<file path="config.mk">
export PLATFORM = sky130hd
export DESIGN_NAME = audio_volume_agc_pi_loop_unit
export DESIGN_NICKNAME = d
export VERILOG_FILES = /design/src/hw/rtl/avagc_pkg.sv /design/src/hw/rtl/audio_volume_agc_pi_loop_unit.sv /design/src/hw/rtl/avagc_mul.sv /design/src/hw/rtl/avagc_div.sv
export SDC_FILE = /design/constraint.sdc
export NUM_CORES = 2
export LEC_CHECK = 0
export BUFFER_PORTS_ARGS = -buffer_cell sky130_fd_sc_hd__buf_2
export CORE_ASPECT_RATIO = 1.4
export CORE_UTILIZATION = 25
export CTS_CLUSTER_SIZE = 8
export DETAILED_ROUTE_END_ITERATION = 10
export PLACE_DENSITY = 0.46
export SETUP_SLACK_MARGIN = 0.02
export SYNTH_ARGS = -nofsm -noshare
export SYNTH_HDL_FRONTEND = slang
export SYNTH_SLANG_ARGS = --single-unit
</file>
<file path="constraint.sdc">
create_clock -name i_clk -period 21 [get_ports i_clk]
set_input_delay 4.2 -clock i_clk [delete_from_list [all_inputs] [get_ports i_clk]]
set_output_delay 4.2 -clock i_clk [all_outputs]
set_load 0.005 [all_outputs]
</file>
<file path="src/hw/rtl/avagc_pkg.sv">
`timescale 1ns / 1ps

package avagc_pkg;

    // Serial arithmetic unit sizes.
    localparam int MUL_W  = 32;
    localparam int DIV_W  = 48;
    localparam int DIV_DW = 32;

    // AGC mode codes.
    localparam logic [1:0] MODE_MANUAL = 2'd0;
    localparam logic [1:0] MODE_NORMAL = 2'd1;
    localparam logic [1:0] MODE_VIVID  = 2'd2;
    localparam logic [1:0] MODE_LAZY   = 2'd3;

    // Configuration register indexes.
    localparam logic [2:0] CFG_AGC_MODE      = 3'd0;
    localparam logic [2:0] CFG_SQUELCH       = 3'd1;
    localparam logic [2:0] CFG_MANUAL_GAIN   = 3'd2;
    localparam logic [2:0] CFG_INPUT_LEVEL   = 3'd3;
    localparam logic [2:0] CFG_PEAK_BIN      = 3'd4;
    localparam logic [2:0] CFG_PEAK_VOL_LIM  = 3'd5;

    localparam logic [21:0] MULT_MIN  = 22'd1024;
    localparam logic [21:0] MULT_MAX  = 22'd2097152;
    localparam logic [21:0] MULT_ONE  = 22'd65536;

    typedef struct packed {
        logic [14:0] mic_level;
        logic [31:0] now_ms;
        logic [31:0] override_ms;
    } t_in_item;

    typedef struct packed {
        logic [15:0] volume_smooth;
        logic [7:0]  volume_raw;
        logic [15:0] agc_volume_smooth;
        logic [7:0]  agc_volume_raw;
        logic [21:0] gain_multiplier;
        logic        peak_event;
    } t_out_item;

    typedef struct packed {
        logic             start;
        logic [MUL_W-1:0] a;
        logic [MUL_W-1:0] b;
    } t_mul_req;

    typedef struct packed {
        logic               done;
        logic [2*MUL_W-1:0] prod;
    } t_mul_rsp;

    typedef struct packed {
        logic              start;
        logic [DIV_W-1:0]  dividend;
        logic [DIV_DW-1:0] divisor;
    } t_div_req;

    typedef struct packed {
        logic             done;
        logic [DIV_W-1:0] quot;
    } t_div_rsp;

    typedef struct packed {
        logic [7:0]  zone_low;
        logic [7:0]  zone_high;
        logic [8:0]  zone_stop;
        logic [7:0]  target0;
        logic [7:0]  target0_up;
        logic [7:0]  target1;
        logic [7:0]  kp;
        logic [7:0]  ki;
        logic [13:0] decay;
        logic [4:0]  smooth_div;
        logic [19:0] kp_div_fast;
        logic [19:0] kp_div_slow;
        logic [27:0] ki_div_fast;
        logic [27:0] ki_div_slow;
    } t_preset;

    typedef enum logic [4:0] {
        S_IDLE, S_DC_DIV, S_DC_FIX, S_ENV_DIV, S_VOL_MUL, S_VOL_DIV,
        S_PH_MUL, S_PH_UPD, S_PH_DMUL, S_PH_DDIV, S_PH_CLR, S_LVL_MUL,
        S_PHZ_MUL, S_SIL, S_I91_MUL, S_I91_DIV, S_TG_DIV, S_ERR, S_IE_DIV,
        S_I9_MUL, S_I9_DIV, S_KP_MUL, S_KP_DIV, S_KI_MUL, S_KI_DIV, S_TSUM,
        S_OUT_MUL, S_RAW_DIV, S_SM_DIV, S_FINISH
    } t_state;

    // Divisors of the PI terms are 100*f and 100*f*256 folded into constants.
    function automatic t_preset preset(input logic [1:0] mode);
        t_preset p;
        unique case (mode) inside
            MODE_MANUAL, MODE_NORMAL: begin
                p = '{8'd32, 8'd240, 9'd336, 8'd112, 8'd88, 8'd220, 8'd60, 8'd170,
                      14'd9994, 5'd12, 20'd19200, 20'd614400, 28'd4915200,
                      28'd157286400};
            end
            MODE_VIVID: begin
                p = '{8'd28, 8'd240, 9'd448, 8'd144, 8'd64, 8'd224, 8'd150, 8'd185,
                      14'd9985, 5'd6, 20'd12800, 20'd409600, 28'd3276800,
                      28'd104857600};
            end
            default: begin
                p = '{8'd36, 8'd248, 9'd304, 8'd164, 8'd116, 8'd216, 8'd65, 8'd120,
                      14'd9997, 5'd16, 20'd25600, 20'd819200, 28'd6553600,
                      28'd209715200};
            end
        endcase
        return p;
    endfunction

    // Two's complement of a magnitude with a sign, one bit wider.
    function automatic logic [32:0] apply_sign(input logic neg, input logic [31:0] mag);
        logic [32:0] v;
        v = {1'b0, mag};
        return neg ? (~v + 33'd1) : v;
    endfunction

endpackage

</file>
<file path="src/hw/rtl/audio_volume_agc_pi_loop_unit.sv">
`timescale 1ns / 1ps

// Audio level meter with automatic gain control. Each input transfer carries the peak
// magnitude of one audio block and the time; each produces exactly one result transfer
// with the manual-gain volume, its running average (weight 1/16), the AGC volume (raw
// and smoothed), the current gain multiplier and a peak flag. The block works on one
// item at a time: the arithmetic runs on a bit-serial multiplier and a bit-serial
// divider driven by a sequencer, which runs the gain control steps only when a control
// tick is due. The next item is taken as soon as the sequencer is idle, while the
// previous result may still wait in the output register. Configuration writes take
// effect at once and are meant to be made between items.
module audio_volume_agc_pi_loop_unit (
    input  logic                 i_clk,
    input  logic                 i_rst_n,
    input  logic                 i_in_valid,
    output logic                 o_in_ready,
    input  avagc_pkg::t_in_item  i_in_data,
    output logic                 o_out_valid,
    input  logic                 i_out_ready,
    output avagc_pkg::t_out_item o_out_data,
    input  logic                 i_cfg_we,
    input  logic [2:0]           i_cfg_index,
    input  logic [7:0]           i_cfg_data
);

    avagc_pkg::t_state r_state, n_state;

    // Configuration.
    logic [1:0] r_agc_mode;
    logic [7:0] r_squelch, r_manual_gain, r_input_level, r_peak_bin, r_peak_vol_lim;

    // Loop state.
    logic [31:0] r_dc, n_dc, r_env, n_env, r_ph, n_ph;
    logic [23:0] r_avg, n_avg, r_smooth, n_smooth;
    logic [21:0] r_mult, n_mult;
    logic [31:0] r_integ, n_integ;
    logic [7:0]  r_raw, n_raw;
    logic [2:0]  r_prev, n_prev;
    logic [31:0] r_lct, n_lct, r_lpt, n_lpt;

    // Per-item working registers.
    logic [14:0] r_mic, n_mic;
    logic [31:0] r_now, n_now, r_ovr, n_ovr;
    logic [47:0] r_prod, n_prod;
    logic [53:0] r_lvl, n_lvl;
    logic        r_zone_old, n_zone_old, r_zone_new, n_zone_new;
    logic [23:0] r_adj, n_adj, r_tq, n_tq;
    logic [21:0] r_temp, n_temp;
    logic [22:0] r_err, n_err;
    logic        r_fast, n_fast, r_peak, n_peak;
    logic [32:0] r_q1, n_q1, r_q2, n_q2;
    logic        r_issued, n_issued;
    logic        r_out_valid, n_out_valid;
    avagc_pkg::t_out_item r_out, n_out;

    avagc_pkg::t_mul_req mul_req;
    avagc_pkg::t_mul_rsp mul_rsp;
    avagc_pkg::t_div_req div_req;
    avagc_pkg::t_div_rsp div_rsp;
    avagc_pkg::t_preset  pre;

    logic [31:0] m32, dc_mag, integ_mag, tnow, dc_fixed, env_sq;
    logic [34:0] env_num;
    logic [36:0] dc_fix_sum;
    logic [15:0] mgil;
    logic [48:0] vol_sum;
    logic [27:0] avg_sum;
    logic [21:0] err_mag;
    logic [22:0] err_next;
    logic [32:0] dph, dph_half, q_integ, q_err, q_err_int, isum, tsum;
    logic [47:0] t_out;
    logic [26:0] raw_num;
    logic [24:0] sm_half;
    logic [23:0] sm_mag;
    logic [7:0]  tg;
    logic [8:0]  sq_low;
    logic        tick, silent, ph_rise, ph_follow, peak_ok, err_cond, sm_neg, load_out;

    assign pre       = avagc_pkg::preset(r_agc_mode);
    assign m32       = {1'b0, r_mic, 16'd0};
    assign dc_mag    = (m32 >= r_dc) ? (m32 - r_dc) : (r_dc - m32);
    assign env_num   = {3'd0, dc_mag} + {1'b0, r_env, 2'd0};
    assign dc_fix_sum = {r_dc, 5'd0} - {5'd0, r_dc} + {5'd0, m32};
    assign dc_fixed  = dc_fix_sum[36:5];
    assign mgil      = r_manual_gain * r_input_level;
    assign integ_mag = r_integ[31] ? (~r_integ + 32'd1) : r_integ;
    assign err_mag   = r_err[22] ? 22'(~r_err + 23'd1) : r_err[21:0];
    assign err_next  = {1'b0, r_temp} - {1'b0, r_mult};
    assign tnow      = (r_ovr != 32'd0 && r_ovr < r_now) ? r_ovr : r_now;
    assign tick      = (tnow - r_lct) > 32'd2;
    assign silent    = (r_env < 32'd131072) || (r_ph < 32'd65536);
    assign ph_rise   = (r_ph < r_env) && (r_env > 32'd32768);
    assign ph_follow = r_zone_old && (r_agc_mode != avagc_pkg::MODE_MANUAL);
    assign peak_ok   = (r_peak_bin < 8'd12 || r_peak_vol_lim == 8'd0)
                       && ((r_now - r_lpt) > 32'd80) && (r_avg > 24'd65536);
    assign err_cond  = (r_temp > 22'd5570) && (r_temp < 22'd425984) && r_zone_new;
    assign dph       = {1'b0, r_env} - {1'b0, r_ph};
    assign dph_half  = 33'($signed(dph + {32'd0, dph[32]}) >>> 1);
    assign tg        = (r_lvl <= {14'd0, pre.target0_up, 32'd0}) ? pre.target0 : pre.target1;
    assign sq_low    = {1'b0, r_squelch} + {1'b0, pre.zone_low};
    assign avg_sum   = {r_avg, 4'd0} - {4'd0, r_avg} + {4'd0, r_adj};
    assign vol_sum   = {1'b0, div_rsp.quot} + {21'd0, r_env[31:4]};
    assign q_integ   = avagc_pkg::apply_sign(r_integ[31], div_rsp.quot[31:0]);
    assign q_err     = avagc_pkg::apply_sign(r_err[22], div_rsp.quot[31:0]);
    assign q_err_int = q_err;
    assign isum      = {r_integ[31], r_integ} + q_err_int;
    assign tsum      = {11'd0, r_mult} + r_q1 + r_q2;
    assign t_out     = mul_rsp.prod[63:16];
    assign raw_num   = {1'b0, r_tq, 2'd0} + {3'd0, r_raw, 16'd0};
    assign sm_half   = ({1'b0, r_tq} + {1'b0, r_smooth}) >> 1;
    assign sm_neg    = r_tq < r_smooth;
    assign sm_mag    = sm_neg ? (r_smooth - r_tq) : (r_tq - r_smooth);
    assign env_sq    = ((div_rsp.quot[31:0] <= {8'd0, r_squelch, 16'd0})
                       || (r_squelch == 8'd0 && div_rsp.quot[31:0] < 32'd16384))
                       ? 32'd0 : div_rsp.quot[31:0];
    assign load_out  = (r_state == avagc_pkg::S_FINISH) && (!r_out_valid || i_out_ready);

    avagc_mul u_mul (
        .i_clk  (i_clk),
        .i_rst_n(i_rst_n),
        .i_req  (mul_req),
        .o_rsp  (mul_rsp)
    );

    avagc_div u_div (
        .i_clk  (i_clk),
        .i_rst_n(i_rst_n),
        .i_req  (div_req),
        .o_rsp  (div_rsp)
    );

    // Next state.
    always_comb begin
        n_state = r_state;
        unique case (r_state)
            avagc_pkg::S_IDLE:    if (i_in_valid) n_state = avagc_pkg::S_DC_DIV;
            avagc_pkg::S_DC_DIV:  if (div_rsp.done) n_state = avagc_pkg::S_DC_FIX;
            avagc_pkg::S_DC_FIX:  n_state = avagc_pkg::S_ENV_DIV;
            avagc_pkg::S_ENV_DIV: if (div_rsp.done) n_state = avagc_pkg::S_VOL_MUL;
            avagc_pkg::S_VOL_MUL: if (mul_rsp.done) n_state = avagc_pkg::S_VOL_DIV;
            avagc_pkg::S_VOL_DIV: if (div_rsp.done) n_state = avagc_pkg::S_PH_MUL;
            avagc_pkg::S_PH_MUL:  if (mul_rsp.done) n_state = avagc_pkg::S_PH_UPD;
            avagc_pkg::S_PH_UPD: begin
                if (ph_rise || ph_follow) n_state = avagc_pkg::S_PH_CLR;
                else n_state = avagc_pkg::S_PH_DMUL;
            end
            avagc_pkg::S_PH_DMUL: if (mul_rsp.done) n_state = avagc_pkg::S_PH_DDIV;
            avagc_pkg::S_PH_DDIV: if (div_rsp.done) n_state = avagc_pkg::S_PH_CLR;
            avagc_pkg::S_PH_CLR: begin
                n_state = tick ? avagc_pkg::S_LVL_MUL : avagc_pkg::S_OUT_MUL;
            end
            avagc_pkg::S_LVL_MUL: if (mul_rsp.done) n_state = avagc_pkg::S_PHZ_MUL;
            avagc_pkg::S_PHZ_MUL: if (mul_rsp.done) n_state = avagc_pkg::S_SIL;
            avagc_pkg::S_SIL: begin
                if (!silent) n_state = avagc_pkg::S_TG_DIV;
                else if (integ_mag < 32'd167772) n_state = avagc_pkg::S_ERR;
                else n_state = avagc_pkg::S_I91_MUL;
            end
            avagc_pkg::S_I91_MUL: if (mul_rsp.done) n_state = avagc_pkg::S_I91_DIV;
            avagc_pkg::S_I91_DIV: if (div_rsp.done) n_state = avagc_pkg::S_ERR;
            avagc_pkg::S_TG_DIV:  if (div_rsp.done) n_state = avagc_pkg::S_ERR;
            avagc_pkg::S_ERR: begin
                n_state = err_cond ? avagc_pkg::S_IE_DIV : avagc_pkg::S_I9_MUL;
            end
            avagc_pkg::S_IE_DIV:  if (div_rsp.done) n_state = avagc_pkg::S_KP_MUL;
            avagc_pkg::S_I9_MUL:  if (mul_rsp.done) n_state = avagc_pkg::S_I9_DIV;
            avagc_pkg::S_I9_DIV:  if (div_rsp.done) n_state = avagc_pkg::S_KP_MUL;
            avagc_pkg::S_KP_MUL:  if (mul_rsp.done) n_state = avagc_pkg::S_KP_DIV;
            avagc_pkg::S_KP_DIV:  if (div_rsp.done) n_state = avagc_pkg::S_KI_MUL;
            avagc_pkg::S_KI_MUL:  if (mul_rsp.done) n_state = avagc_pkg::S_KI_DIV;
            avagc_pkg::S_KI_DIV:  if (div_rsp.done) n_state = avagc_pkg::S_TSUM;
            avagc_pkg::S_TSUM:    n_state = avagc_pkg::S_OUT_MUL;
            avagc_pkg::S_OUT_MUL: if (mul_rsp.done) n_state = avagc_pkg::S_RAW_DIV;
            avagc_pkg::S_RAW_DIV: begin
                if (div_rsp.done) begin
                    n_state = (r_tq < 24'd65536) ? avagc_pkg::S_FINISH : avagc_pkg::S_SM_DIV;
                end
            end
            avagc_pkg::S_SM_DIV:  if (div_rsp.done) n_state = avagc_pkg::S_FINISH;
            avagc_pkg::S_FINISH:  if (!r_out_valid || i_out_ready) n_state = avagc_pkg::S_IDLE;
            default:              n_state = avagc_pkg::S_IDLE;
        endcase
    end

    // Datapath and unit requests.
    always_comb begin
        n_dc = r_dc; n_env = r_env; n_ph = r_ph; n_avg = r_avg; n_smooth = r_smooth;
        n_mult = r_mult; n_integ = r_integ; n_raw = r_raw; n_prev = r_prev;
        n_lct = r_lct; n_lpt = r_lpt;
        n_mic = r_mic; n_now = r_now; n_ovr = r_ovr; n_prod = r_prod; n_lvl = r_lvl;
        n_zone_old = r_zone_old; n_zone_new = r_zone_new; n_adj = r_adj; n_tq = r_tq;
        n_temp = r_temp; n_err = r_err; n_fast = r_fast; n_peak = r_peak;
        n_q1 = r_q1; n_q2 = r_q2;
        n_issued = r_issued;
        mul_req = '0;
        div_req = '0;
        n_out = r_out;
        n_out_valid = r_out_valid && !i_out_ready;

        unique case (r_state)
            avagc_pkg::S_IDLE: begin
                if (i_in_valid) begin
                    n_mic  = i_in_data.mic_level;
                    n_now  = i_in_data.now_ms;
                    n_ovr  = i_in_data.override_ms;
                    n_peak = 1'b0;
                    if (r_prev != {1'b0, r_agc_mode}) n_integ = 32'd0;
                end
            end
            avagc_pkg::S_DC_DIV: begin
                div_req.start    = !r_issued;
                div_req.dividend = {16'd0, dc_mag};
                div_req.divisor  = 32'd12288;
                if (div_rsp.done) begin
                    n_dc = (m32 >= r_dc) ? (r_dc + div_rsp.quot[31:0])
                                         : (r_dc - div_rsp.quot[31:0]);
                end
            end
            avagc_pkg::S_DC_FIX: begin
                if (m32 < r_dc) n_dc = dc_fixed;
            end
            avagc_pkg::S_ENV_DIV: begin
                div_req.start    = !r_issued;
                div_req.dividend = {13'd0, env_num};
                div_req.divisor  = 32'd5;
                if (div_rsp.done) n_env = env_sq;
            end
            avagc_pkg::S_VOL_MUL: begin
                mul_req.start = !r_issued;
                mul_req.a     = r_env;
                mul_req.b     = {16'd0, mgil};
                if (mul_rsp.done) n_prod = mul_rsp.prod[47:0];
            end
            avagc_pkg::S_VOL_DIV: begin
                div_req.start    = !r_issued;
                div_req.dividend = r_prod;
                div_req.divisor  = 32'd5120;
                if (div_rsp.done) begin
                    n_adj = (vol_sum > 49'h0FF0000) ? 24'hFF0000 : vol_sum[23:0];
                end
            end
            avagc_pkg::S_PH_MUL: begin
                mul_req.start = !r_issued;
                mul_req.a     = r_ph;
                mul_req.b     = {10'd0, r_mult};
                if (mul_rsp.done) n_zone_old = mul_rsp.prod > {23'd0, pre.zone_stop, 32'd0};
            end
            avagc_pkg::S_PH_UPD: begin
                if (ph_rise) begin
                    n_ph = r_ph + ((r_env - r_ph) >> 1);
                    if (peak_ok) begin
                        n_peak = 1'b1;
                        n_lpt  = r_now;
                    end
                end else if (ph_follow) begin
                    n_ph = r_ph + dph_half[31:0];
                end
            end
            avagc_pkg::S_PH_DMUL: begin
                mul_req.start = !r_issued;
                mul_req.a     = r_ph;
                mul_req.b     = {18'd0, pre.decay};
                if (mul_rsp.done) n_prod = mul_rsp.prod[47:0];
            end
            avagc_pkg::S_PH_DDIV: begin
                div_req.start    = !r_issued;
                div_req.dividend = r_prod;
                div_req.divisor  = 32'd10000;
                if (div_rsp.done) n_ph = div_rsp.quot[31:0];
            end
            avagc_pkg::S_PH_CLR: begin
                if (r_ph < 32'd32768) n_ph = 32'd0;
                n_avg  = avg_sum[27:4];
                n_temp = r_mult;
                if (tick) n_lct = tnow;
            end
            avagc_pkg::S_LVL_MUL: begin
                mul_req.start = !r_issued;
                mul_req.a     = r_env;
                mul_req.b     = {10'd0, r_mult};
                if (mul_rsp.done) n_lvl = mul_rsp.prod[53:0];
            end
            avagc_pkg::S_PHZ_MUL: begin
                mul_req.start = !r_issued;
                mul_req.a     = r_ph;
                mul_req.b     = {10'd0, r_mult};
                if (mul_rsp.done) n_zone_new = mul_rsp.prod < {23'd0, pre.zone_stop, 32'd0};
            end
            avagc_pkg::S_SIL: begin
                if (silent && integ_mag < 32'd167772) n_integ = 32'd0;
            end
            avagc_pkg::S_I91_MUL: begin
                mul_req.start = !r_issued;
                mul_req.a     = integ_mag;
                mul_req.b     = 32'd91;
                if (mul_rsp.done) n_prod = mul_rsp.prod[47:0];
            end
            avagc_pkg::S_I91_DIV: begin
                div_req.start    = !r_issued;
                div_req.dividend = r_prod;
                div_req.divisor  = 32'd100;
                if (div_rsp.done) n_integ = q_integ[31:0];
            end
            avagc_pkg::S_TG_DIV: begin
                div_req.start    = !r_issued;
                div_req.dividend = {8'd0, tg, 32'd0};
                div_req.divisor  = r_ph;
                if (div_rsp.done) begin
                    if (div_rsp.quot < {26'd0, avagc_pkg::MULT_MIN})
                        n_temp = avagc_pkg::MULT_MIN;
                    else if (div_rsp.quot > {26'd0, avagc_pkg::MULT_MAX})
                        n_temp = avagc_pkg::MULT_MAX;
                    else
                        n_temp = div_rsp.quot[21:0];
                end
            end
            avagc_pkg::S_ERR: begin
                n_err  = err_next;
                n_fast = (r_lvl > {14'd0, pre.zone_high, 32'd0})
                         || (r_lvl < {13'd0, sq_low, 32'd0});
            end
            avagc_pkg::S_IE_DIV: begin
                div_req.start    = !r_issued;
                div_req.dividend = {22'd0, err_mag, 4'd0};
                div_req.divisor  = 32'd125;
                if (div_rsp.done) begin
                    // Integrator saturates symmetrically at plus and minus 2^31 - 1.
                    if ($signed(isum) > 33'sd2147483647)
                        n_integ = 32'h7FFFFFFF;
                    else if ($signed(isum) < -33'sd2147483647)
                        n_integ = 32'h80000001;
                    else
                        n_integ = isum[31:0];
                end
            end
            avagc_pkg::S_I9_MUL: begin
                mul_req.start = !r_issued;
                mul_req.a     = integ_mag;
                mul_req.b     = 32'd9;
                if (mul_rsp.done) n_prod = mul_rsp.prod[47:0];
            end
            avagc_pkg::S_I9_DIV: begin
                div_req.start    = !r_issued;
                div_req.dividend = r_prod;
                div_req.divisor  = 32'd10;
                if (div_rsp.done) n_integ = q_integ[31:0];
            end
            avagc_pkg::S_KP_MUL: begin
                mul_req.start = !r_issued;
                mul_req.a     = {10'd0, err_mag};
                mul_req.b     = {24'd0, pre.kp};
                if (mul_rsp.done) n_prod = mul_rsp.prod[47:0];
            end
            avagc_pkg::S_KP_DIV: begin
                div_req.start    = !r_issued;
                div_req.dividend = r_prod;
                div_req.divisor  = {12'd0, r_fast ? pre.kp_div_fast : pre.kp_div_slow};
                if (div_rsp.done) n_q1 = q_err;
            end
            avagc_pkg::S_KI_MUL: begin
                mul_req.start = !r_issued;
                mul_req.a     = integ_mag;
                mul_req.b     = {24'd0, pre.ki};
                if (mul_rsp.done) n_prod = mul_rsp.prod[47:0];
            end
            avagc_pkg::S_KI_DIV: begin
                div_req.start    = !r_issued;
                div_req.dividend = r_prod;
                div_req.divisor  = {4'd0, r_fast ? pre.ki_div_fast : pre.ki_div_slow};
                if (div_rsp.done) n_q2 = q_integ;
            end
            avagc_pkg::S_TSUM: begin
                if ($signed(tsum) < $signed({11'd0, avagc_pkg::MULT_MIN}))
                    n_temp = avagc_pkg::MULT_MIN;
                else if ($signed(tsum) > $signed({11'd0, avagc_pkg::MULT_MAX}))
                    n_temp = avagc_pkg::MULT_MAX;
                else
                    n_temp = tsum[21:0];
            end
            avagc_pkg::S_OUT_MUL: begin
                mul_req.start = !r_issued;
                mul_req.a     = r_env;
                mul_req.b     = {10'd0, r_temp};
                if (mul_rsp.done) begin
                    n_mult = r_temp;
                    if (r_env < 32'd131072 || t_out < 48'd65536)
                        n_tq = 24'd0;
                    else if (t_out > 48'h0FF0000)
                        n_tq = 24'hFF0000;
                    else
                        n_tq = t_out[23:0];
                end
            end
            avagc_pkg::S_RAW_DIV: begin
                div_req.start    = !r_issued;
                div_req.dividend = {21'd0, raw_num};
                div_req.divisor  = 32'd327680;
                if (div_rsp.done) begin
                    n_raw = div_rsp.quot[7:0];
                    if (r_tq < 24'd65536) n_smooth = sm_half[23:0];
                end
            end
            avagc_pkg::S_SM_DIV: begin
                div_req.start    = !r_issued;
                div_req.dividend = {24'd0, sm_mag};
                div_req.divisor  = {27'd0, pre.smooth_div};
                if (div_rsp.done) begin
                    n_smooth = sm_neg ? (r_smooth - div_rsp.quot[23:0])
                                      : (r_smooth + div_rsp.quot[23:0]);
                end
            end
            avagc_pkg::S_FINISH: begin
                n_prev = {1'b0, r_agc_mode};
                if (load_out) begin
                    n_out_valid             = 1'b1;
                    n_out.volume_smooth     = r_avg[23:8];
                    n_out.volume_raw        = r_adj[23:16];
                    n_out.agc_volume_smooth = r_smooth[23:8];
                    n_out.agc_volume_raw    = r_raw;
                    n_out.gain_multiplier   = r_mult;
                    n_out.peak_event        = r_peak;
                end
            end
            default: begin
            end
        endcase

        if (mul_req.start || div_req.start) n_issued = 1'b1;
        if (mul_rsp.done || div_rsp.done) n_issued = 1'b0;
    end

    always_ff @(posedge i_clk) begin
        if (!i_rst_n) begin
            r_state        <= avagc_pkg::S_IDLE;
            r_issued       <= 1'b0;
            r_out_valid    <= 1'b0;
            r_agc_mode     <= avagc_pkg::MODE_MANUAL;
            r_squelch      <= 8'd10;
            r_manual_gain  <= 8'd40;
            r_input_level  <= 8'd128;
            r_peak_bin     <= 8'd0;
            r_peak_vol_lim <= 8'd0;
            r_dc           <= 32'd0;
            r_env          <= 32'd0;
            r_ph           <= 32'd0;
            r_avg          <= 24'd0;
            r_smooth       <= 24'd0;
            r_mult         <= avagc_pkg::MULT_ONE;
            r_integ        <= 32'd0;
            r_raw          <= 8'd0;
            r_prev         <= 3'd7;
            r_lct          <= 32'd0;
            r_lpt          <= 32'd0;
        end else begin
            r_state     <= n_state;
            r_issued    <= n_issued;
            r_out_valid <= n_out_valid;
            r_dc        <= n_dc;
            r_env       <= n_env;
            r_ph        <= n_ph;
            r_avg       <= n_avg;
            r_smooth    <= n_smooth;
            r_mult      <= n_mult;
            r_integ     <= n_integ;
            r_raw       <= n_raw;
            r_prev      <= n_prev;
            r_lct       <= n_lct;
            r_lpt       <= n_lpt;
            if (i_cfg_we) begin
                unique case (i_cfg_index)
                    avagc_pkg::CFG_AGC_MODE:     r_agc_mode     <= i_cfg_data[1:0];
                    avagc_pkg::CFG_SQUELCH:      r_squelch      <= i_cfg_data;
                    avagc_pkg::CFG_MANUAL_GAIN:  r_manual_gain  <= i_cfg_data;
                    avagc_pkg::CFG_INPUT_LEVEL:  r_input_level  <= i_cfg_data;
                    avagc_pkg::CFG_PEAK_BIN:     r_peak_bin     <= i_cfg_data;
                    avagc_pkg::CFG_PEAK_VOL_LIM: r_peak_vol_lim <= i_cfg_data;
                    default: begin
                    end
                endcase
            end
        end
    end

    always_ff @(posedge i_clk) begin
        r_mic      <= n_mic;
        r_now      <= n_now;
        r_ovr      <= n_ovr;
        r_prod     <= n_prod;
        r_lvl      <= n_lvl;
        r_zone_old <= n_zone_old;
        r_zone_new <= n_zone_new;
        r_adj      <= n_adj;
        r_tq       <= n_tq;
        r_temp     <= n_temp;
        r_err      <= n_err;
        r_fast     <= n_fast;
        r_peak     <= n_peak;
        r_q1       <= n_q1;
        r_q2       <= n_q2;
        r_out      <= n_out;
    end

    assign o_in_ready  = (r_state == avagc_pkg::S_IDLE);
    assign o_out_valid = r_out_valid;
    assign o_out_data  = r_out;

`ifndef ASSERT_OFF
    a_mult_range: assert property (@(posedge i_clk) disable iff (!i_rst_n)
        r_mult >= avagc_pkg::MULT_MIN && r_mult <= avagc_pkg::MULT_MAX)
        else $error("gain multiplier left its range");

    a_integ_sat: assert property (@(posedge i_clk) disable iff (!i_rst_n)
        r_integ != 32'h80000000)
        else $error("integrator passed its saturation limit");

    a_done_issued: assert property (@(posedge i_clk) disable iff (!i_rst_n)
        (mul_rsp.done || div_rsp.done) |-> r_issued)
        else $error("arithmetic unit finished without a pending request");

    a_accept_starts: assert property (@(posedge i_clk) disable iff (!i_rst_n)
        (i_in_valid && o_in_ready) |=> (r_state == avagc_pkg::S_DC_DIV))
        else $error("accepted transfer did not start the sequencer");
`endif

endmodule

</file>
<file path="src/hw/rtl/avagc_mul.sv">
`timescale 1ns / 1ps

module avagc_mul (
    input  logic                i_clk,
    input  logic                i_rst_n,
    input  avagc_pkg::t_mul_req i_req,
    output avagc_pkg::t_mul_rsp o_rsp
);

    localparam int W = avagc_pkg::MUL_W;
    localparam int CW = $clog2(W);

    logic [2*W-1:0] r_p;
    logic [W-1:0]   r_a;
    logic [CW-1:0]  r_cnt;
    logic           r_busy;
    logic           r_done;
    logic [W:0]     sum;

    // One multiplier bit a cycle: add the multiplicand into the upper half, shift right.
    assign sum = {1'b0, r_p[2*W-1:W]} + (r_p[0] ? {1'b0, r_a} : {(W+1){1'b0}});

    always_ff @(posedge i_clk) begin
        if (!i_rst_n) begin
            r_busy <= 1'b0;
            r_done <= 1'b0;
            r_cnt  <= '0;
        end else begin
            r_done <= 1'b0;
            if (i_req.start) begin
                r_busy <= 1'b1;
                r_cnt  <= '0;
            end else if (r_busy) begin
                r_cnt <= r_cnt + 1'b1;
                if (r_cnt == CW'(W - 1)) begin
                    r_busy <= 1'b0;
                    r_done <= 1'b1;
                end
            end
        end
    end

    always_ff @(posedge i_clk) begin
        if (i_req.start) begin
            r_p <= {{W{1'b0}}, i_req.b};
            r_a <= i_req.a;
        end else if (r_busy) begin
            r_p <= {sum, r_p[W-1:1]};
        end
    end

    assign o_rsp.done = r_done;
    assign o_rsp.prod = r_p;

endmodule

</file>
<file path="src/hw/rtl/avagc_div.sv">
`timescale 1ns / 1ps

module avagc_div (
    input  logic                i_clk,
    input  logic                i_rst_n,
    input  avagc_pkg::t_div_req i_req,
    output avagc_pkg::t_div_rsp o_rsp
);

    localparam int W  = avagc_pkg::DIV_W;
    localparam int DW = avagc_pkg::DIV_DW;
    localparam int CW = $clog2(W);

    logic [W-1:0]  r_q;
    logic [DW-1:0] r_rem;
    logic [DW-1:0] r_d;
    logic [CW-1:0] r_cnt;
    logic          r_busy;
    logic          r_done;
    logic [DW:0]   trial;
    logic          fits;

    // Restoring division: one quotient bit a cycle, dividend bits shift out of r_q.
    assign trial = {r_rem, r_q[W-1]};
    assign fits  = trial >= {1'b0, r_d};

    always_ff @(posedge i_clk) begin
        if (!i_rst_n) begin
            r_busy <= 1'b0;
            r_done <= 1'b0;
            r_cnt  <= '0;
        end else begin
            r_done <= 1'b0;
            if (i_req.start) begin
                r_busy <= 1'b1;
                r_cnt  <= '0;
            end else if (r_busy) begin
                r_cnt <= r_cnt + 1'b1;
                if (r_cnt == CW'(W - 1)) begin
                    r_busy <= 1'b0;
                    r_done <= 1'b1;
                end
            end
        end
    end

    always_ff @(posedge i_clk) begin
        if (i_req.start) begin
            r_q   <= i_req.dividend;
            r_d   <= i_req.divisor;
            r_rem <= '0;
        end else if (r_busy) begin
            r_rem <= fits ? DW'(trial - {1'b0, r_d}) : trial[DW-1:0];
            r_q   <= {r_q[W-2:0], fits};
        end
    end

    assign o_rsp.done = r_done;
    assign o_rsp.quot = r_q;

endmodule
</file>
# After elaboration in Yosys (flattened, before gate mapping)
# Cells that the tools add are included.
[totals] ff_bits=960 out_inout_bits=73 word_cells=372
[classes] add_sub_neg=35 mul=1 magnitude_cmp=34 n_eq_ne=72 n_mux=92 bitwise_logic=6 n_reduce_logical=77
[ops] op="81-bit one-hot mux with 12 select lines" count=1
[ops] op="32-bit 2-to-1 mux" count=23
[ops] op="65-bit one-hot mux with 9 select lines" count=1
[ops] op="178-bit one-hot mux with 2 select lines" count=1
[ops] op="32-bit subtractor" count=5
[ops] op="24-bit 2-to-1 mux" count=6
[ops] op="5-bit one-hot mux with 28 select lines" count=1
[ops] op="22-bit 2-to-1 mux" count=6
[ops] op="32-bit one-hot mux with 4 select lines" count=1
[ops] op="5-bit 2-to-1 mux" count=25
[ops] op="48-bit 2-to-1 mux" count=2
[ops] op="32-bit one-hot mux with 3 select lines" count=1
[ops] op="5-bit equality test (second input constant)" count=15
[ops] op="24-bit subtractor" count=3
[ops] op="33-bit adder" count=2
[ops] op="22-bit one-hot mux with 3 select lines" count=1
[ops] op="32-bit adder" count=2
[ops] op="64-bit by 41-bit greater-than comparator with 1-bit output" count=1
[ops] op="32-bit by 18-bit less-than comparator with 1-bit output (second input constant)" count=2
[ops] op="32-bit less-than comparator" count=2
[ops] op="64-bit by 41-bit less-than comparator with 1-bit output" count=1
[ops] op="32-bit one-hot mux with 2 select lines" count=1
[ops] op="54-bit by 40-bit greater-than comparator with 1-bit output" count=1
[ops] op="54-bit by 40-bit <= comparator with 1-bit output" count=1
[ops] op="95 further kinds" count=212

# Depth between registers and ports, before layout
[logic_depth] word_depth=9 depth_mapped=31 depth_no_buf=31

# Hierarchy
# A second synthesis with hierarchy kept.
[hier_totals] hier_cells=8994 hier_area_um2=77825.9
[modules_own_cells] mod="audio_volume_agc_pi_loop_unit" n_inst=1 cells_each=7809 area_each_um2=65298.9
[modules_own_cells] mod="avagc_div" n_inst=1 cells_each=664 area_each_um2=6849.1
[modules_own_cells] mod="avagc_mul" n_inst=1 cells_each=521 area_each_um2=5677.9

# Worst setup path after synthesis
# No wires, ideal clock.
[synth_timing] path_type="input port to flip-flop" from="input port i_in_valid" to="register r_peak (enable)" setup_time_ps=316 t_arrival_ps=10214 required_time_ps=20684 path_slack_ps=10470 path_stages=3 path_buffers=0 path_cell_list="inv_1 -> nor3_1 -> or2_2"
[synth_via] elab_chain_cells=2
[synth_rtl] element="start: declaration" line_no="audio_volume_agc_pi_loop_unit.sv:15" text="input logic i_in_valid,"
[synth_rtl] element="2-bit != test (no line)"
[synth_rtl] element="4-bit AND reduction (no line)"
[synth_rtl] element="end signal: assignment" line_no="audio_volume_agc_pi_loop_unit.sv:497" text="r_peak <= n_peak;"
[synth_rtl] element="end: declaration" line_no="audio_volume_agc_pi_loop_unit.sv:50" text="logic r_fast, n_fast, r_peak, n_peak;"
# No other way between the ends.
# A chain may end at the register's enable or synchronous reset.

# Worst setup path in the final report
[layout_timing] from="register u_div.r_q[1]" to="register r_integ[22]"
[layout_via] elab_chain_cells=9 elab_cells_between_ends=12 cone_classes="add/sub: 2; order compare: 2; mux: 7; bitwise: 1"
[layout_rtl] element="start: declaration" line_no="avagc_div.sv:14" text="logic [W-1:0] r_q;"
[layout_rtl] element="start signal: assignment" line_no="avagc_div.sv:49" text="r_q <= i_req.dividend;"
[layout_rtl] element="start signal: assignment" line_no="avagc_div.sv:54" text="r_q <= {r_q[W-2:0], fits};"
[layout_rtl] element="32-bit inverter with 33-bit output *" line_no="avagc_pkg.sv:117" text="return neg ? (~v + 33'd1) : v;"
[layout_rtl] element="33-bit by 1-bit adder with 33-bit output *" line_no="avagc_pkg.sv:117"
[layout_rtl] element="33-bit 2-to-1 mux *" line_no="avagc_pkg.sv:117"
[layout_rtl] element="named net q_err[22]" line_no="audio_volume_agc_pi_loop_unit.sv:70" text="logic [32:0] dph, dph_half, q_integ, q_err, q_err_int, isum, tsum;"
[layout_rtl] element="33-bit adder *" line_no="audio_volume_agc_pi_loop_unit.sv:106" text="assign isum = {r_integ[31], r_integ} + q_err_int;"
[layout_rtl] element="33-bit by 32-bit less-than comparator with 1-bit output" line_no="audio_volume_agc_pi_loop_unit.sv:330" text="else if ($signed(isum) < -33'sd2147483647)"
[layout_rtl] element="32-bit 2-to-1 mux" line_no="audio_volume_agc_pi_loop_unit.sv:330"
[layout_rtl] element="32-bit 2-to-1 mux *" line_no="audio_volume_agc_pi_loop_unit.sv:328" text="if ($signed(isum) > 33'sd2147483647)"
[layout_rtl] element="32-bit 2-to-1 mux *" line_no="audio_volume_agc_pi_loop_unit.sv:326" text="if (div_rsp.done) begin"
[layout_rtl] element="32-bit one-hot mux with 4 select lines *" line_no="audio_volume_agc_pi_loop_unit.sv:200" text="unique case (r_state)"
[layout_rtl] element="end signal: assignment" line_no="audio_volume_agc_pi_loop_unit.sv:464" text="r_integ <= n_integ;"
[layout_rtl] element="end: declaration" line_no="audio_volume_agc_pi_loop_unit.sv:36" text="logic [31:0] r_integ, n_integ;"
# Mark *: on every way through the listed nets, which the timed path passes. The rest lies on a longest branch. The select of a mux whose other input is x is not followed.

==> flow_summary_export.csv <==
group,metric,value,unit
placement,gp_congestion,1.06,
route,wirelength,373,mm
route,wl_met3,21.1,mm
floorplan,rows,239,
timing,fin_crit_sh,0.434,
yosys,synthMuxAreaShare,0.0152,
worst_hold_path,hold_path_class,"register to register",
yosys,synthArstFlopShare,0,
timing,fin_crit,9.11,ns
yosys,yosysSeqAreaShare,0.326,
timing,rsz0062_at_grt,"no",
critical_path,worstPathMaxFanout,12,
grt,grt_pass1_wl,520,mm
yosys,yosysUniqueCellTypes,98,
flow_run,maxCapViolations,1,
yosys,synth_xor_area_frac,0.0709,
yosys,ys_seq_elements,958,
placement,dpl_cell_area,82000,µm²
yosys,netlist_area,76100,µm²
grt,overflow,0,
layout,area_delta_synth_final,13.6,%
timing,final-setup-viol-count,0,
timing,fmax,110,MHz
critical_path,start_kind,"register",
route,post_drt_via_cell_ratio,5.44,
grt,grt_max_degree,97,
grt,track_usage,0.237,
cts,cts_buffer_depth,4,
route,wl_per_cell,28.5,µm
cts,hold_buffers,0,
yosys,post_synth_and_or_nand_nor_area_fraction,0.173,
route,wl_met2,178,mm
timing,finalHoldViolCount,0,
critical_path,arrival,9.83,ns
yosys,synth_flop_cell,"edfxtp_1",
route,drt_iter0_markers,5940,
critical_path,cp_top_family,"simple AND/OR/NAND/NOR gates",
critical_path,critPathKind,"register to register",
timing,slew_headroom,-0.0600,
timing,timing.setup.tns,0,ns
status,outcome,"complete, but fails checks",
placement,dpl.hpwl,288,mm
route,vias,71192,
floorplan,die_x,468,µm
floorplan,dieArea,307000,µm²
timing,holdWs,0.439,ns
critical_path,path_cells,"inv_1, ha_1, or3b_2, or4b_1, nand2b_1, or3_1, or3_1, or3_1, nand2_1, xnor2_1, ha_1, o21ai_0, a22oi_1, a31oi_1, o21ai_0, a31oi_1, o2111ai_1, xnor2_1, or2_1, o21ai_1, a21oi_1, a21oi_1",
placement,portBuffers,167,
pwr,pwr_density_cell,113,nW/µm²
placement,dp_cells,12770,
route,drc,0,
floorplan,start_util,0.251,
pwr,power.leakage,0.0343,µW
cts,cts_resized,0,
yosys,syn_inst,8851,
yosys,syn-num-nets,9740,
critical_path,slowest_stage,"o21ai_1",
floorplan,placeableCoreArea,303000,µm²
floorplan,die_h,655,µm
route,ant_nets,0,
route,dr.pass1.iters,8,
critical_path,cp.required,21.72,ns
critical_path,path_buf_inv,1,
layout,fillCellCount,32279,
yosys,synth_top_area_cell,"edfxtp_1",
floorplan,io_pins,168,
critical_path,max_stage_delay,1.07,ns
critical_path,cp_common_cell,"or3_1",
yosys,synthAdderAreaFrac,0.142,
grt,first_global_vias,69104,
cts,path_clk_slew,0.07,ns
layout,final_area,86500,µm²
grt,antenna_found_initial,40,
yosys,yosys_warnings,0,
yosys,synth_top_family_by_area,"compound AO/OA/AOI/OAI gates",
layout,drive_gt1_frac,0.0722,
yosys,synth_compound_area_frac,0.221,
critical_path,cp-end-kind,"register",
yosys,synth_edf_count,559,
cts,cts_setup_buffers,0,
status,violations,"capacitance limit, slew limit",
layout,fin_cells,13076,
cts,cts-buffers-inserted,149,
cts,insertion_delay,0.85,ns
yosys,synthTopCellsByArea,"edfxtp_1 22%, ha_1 11%, dfxtp_1 10%",
timing,clock_skew,0.0950,ns
timing,worstMarginPinSlew,1.57,ns
cts,cts.htree.levels,4,
cts,root_buffer,"clkbuf_16",
pwr,vdd.ir_drop.worst,88.4,µV
cts,clock-sinks,958,
yosys,synth.avg_cell_area,8.60,µm²
route,m1WireLength,136,mm
timing,final_max_slew_viol_count,2,
pwr,total_power,9810,µW
layout,num-nets-final,9838,
route,highest_layer,"met5",
yosys,netlist.area_leader.share,0.221,
cts,cts_tree,"yes",
==> state kept, by name, summed over array words and instances (netlist names), 33 cells and up <==
name        count
o_out_data     71
u_mul.r_p      64
r_prod         48
r_lvl          54
r_q2           33
r_q1           33
u_div.r_q      48
==> area by class of cell <==
type / instances / area, µm² / area share
Clock inverter: 9 / 83.8 / 0.000970
Inverter: 654 / 2460 / 0.0285
Clock buffer: 249 / 4220 / 0.0488
Timing Repair Buffer: 347 / 2210 / 0.0256
Multi-Input combinational cell: 6839 / 47600 / 0.551
Sequential cell: 958 / 24800 / 0.287
Antenna cell: 44 / 110 / 0.00127
Tap cell: 3976 / 4970 / 0.0575
==> per-layer routing <==
metal,up-vias,track usage
li1,32427,-
met1,34934,0.251
met2,2838,0.399
met3,981,0.0422
met4,12,0.217
met5,-,0
==> cells by family (layout without fill, tap and decap cells) <==
family / after synthesis / count (layout)
mux: 115 / 115
compound gates: 2578 / 2578
simple gates: 2737 / 2737
other cells: 0 / 44
buf+inv: 1054 / 1259
flops: 958 / 958
fa+ha+maj: 794 / 794
xor+xnor: 615 / 615
==> path summary, 6_finish.rpt <==
kind / to / cells after the start / slack (ns) / start
worst max-delay path: r_integ[22] / 22 / 11.89 / u_div.r_q[1]
worst min register to register: r_lvl[51] / 0 / 0.44 / u_mul.r_p[51]
worst min-delay path: r_lvl[51] / 0 / 0.44 / u_mul.r_p[51]
worst max register to register: r_integ[22] / 22 / 11.89 / u_div.r_q[1]
==> power by group <==
group          internal (µW)  total (µW)  switching (µW)  leakage, µW
clock network           1360        2330             970      0.00206
logic                   1590        4920            3330       0.0237
registers               2280        2560             273      0.00852
total                   5240        9810            4570       0.0343
==> metrics by stage <==
stage / setup WS (ns) / util
finish: 11.89 / 0.286
global route: 11.76 / 0.286
CTS: 12.09 / 0.285
detailed placement: 12.11 / 0.271
global placement: 12.35 / 0.271
floorplan: 10.47 / -
==> cell usage in the layout, fill, tap and decap left out, types with 70 or more instances in the layout <==
cell type | netlist | routed
clkbuf_16 | 0 | 152
xnor2_1 | 418 | 416
a21oi_1 | 702 | 693
clkbuf_1 | 354 | 92
mux2i_1 | 110 | 110
nor2_1 | 660 | 648
edfxtp_1 | 559 | 559
nand3_1 | 188 | 187
nor4_1 | 118 | 115
nand2_1 | 876 | 876
ha_1 | 682 | 682
or3_1 | 84 | 84
buf_4 | 2 | 174
nand2b_1 | 115 | 115
o21a_1 | 81 | 81
a21o_1 | 247 | 247
buf_2 | 21 | 167
fa_1 | 112 | 112
a221oi_1 | 70 | 70
nand4_1 | 95 | 95
nor3_1 | 155 | 148
o21bai_1 | 76 | 76
inv_1 | 647 | 644
dfxtp_1 | 399 | 397
xor2_1 | 196 | 196
a211oi_1 | 156 | 156
nor2b_1 | 89 | 89
and2_1 | 133 | 131
o21ai_0 | 512 | 503
a31oi_1 | 91 | 89
a22oi_1 | 105 | 105
==> cells in the mapped netlist (all sizes together), types with 76 or more instances <==
cell / number
and2: 135
nand3: 188
a21o: 247
o21a: 81
nor2: 660
xnor2: 419
nor3: 155
mux2i: 110
edfxtp: 559
clkbuf: 354
ha: 682
or3: 87
nand2: 876
nor4: 119
fa: 112
dfxtp: 399
nand4: 95
a21oi: 703
o21ai: 516
xor2: 196
o21bai: 76
nand2b: 116
nor2b: 89
a31oi: 91
inv: 649
a211oi: 157
a22oi: 105
Note: power is estimated with default switching activity, not from simulation.
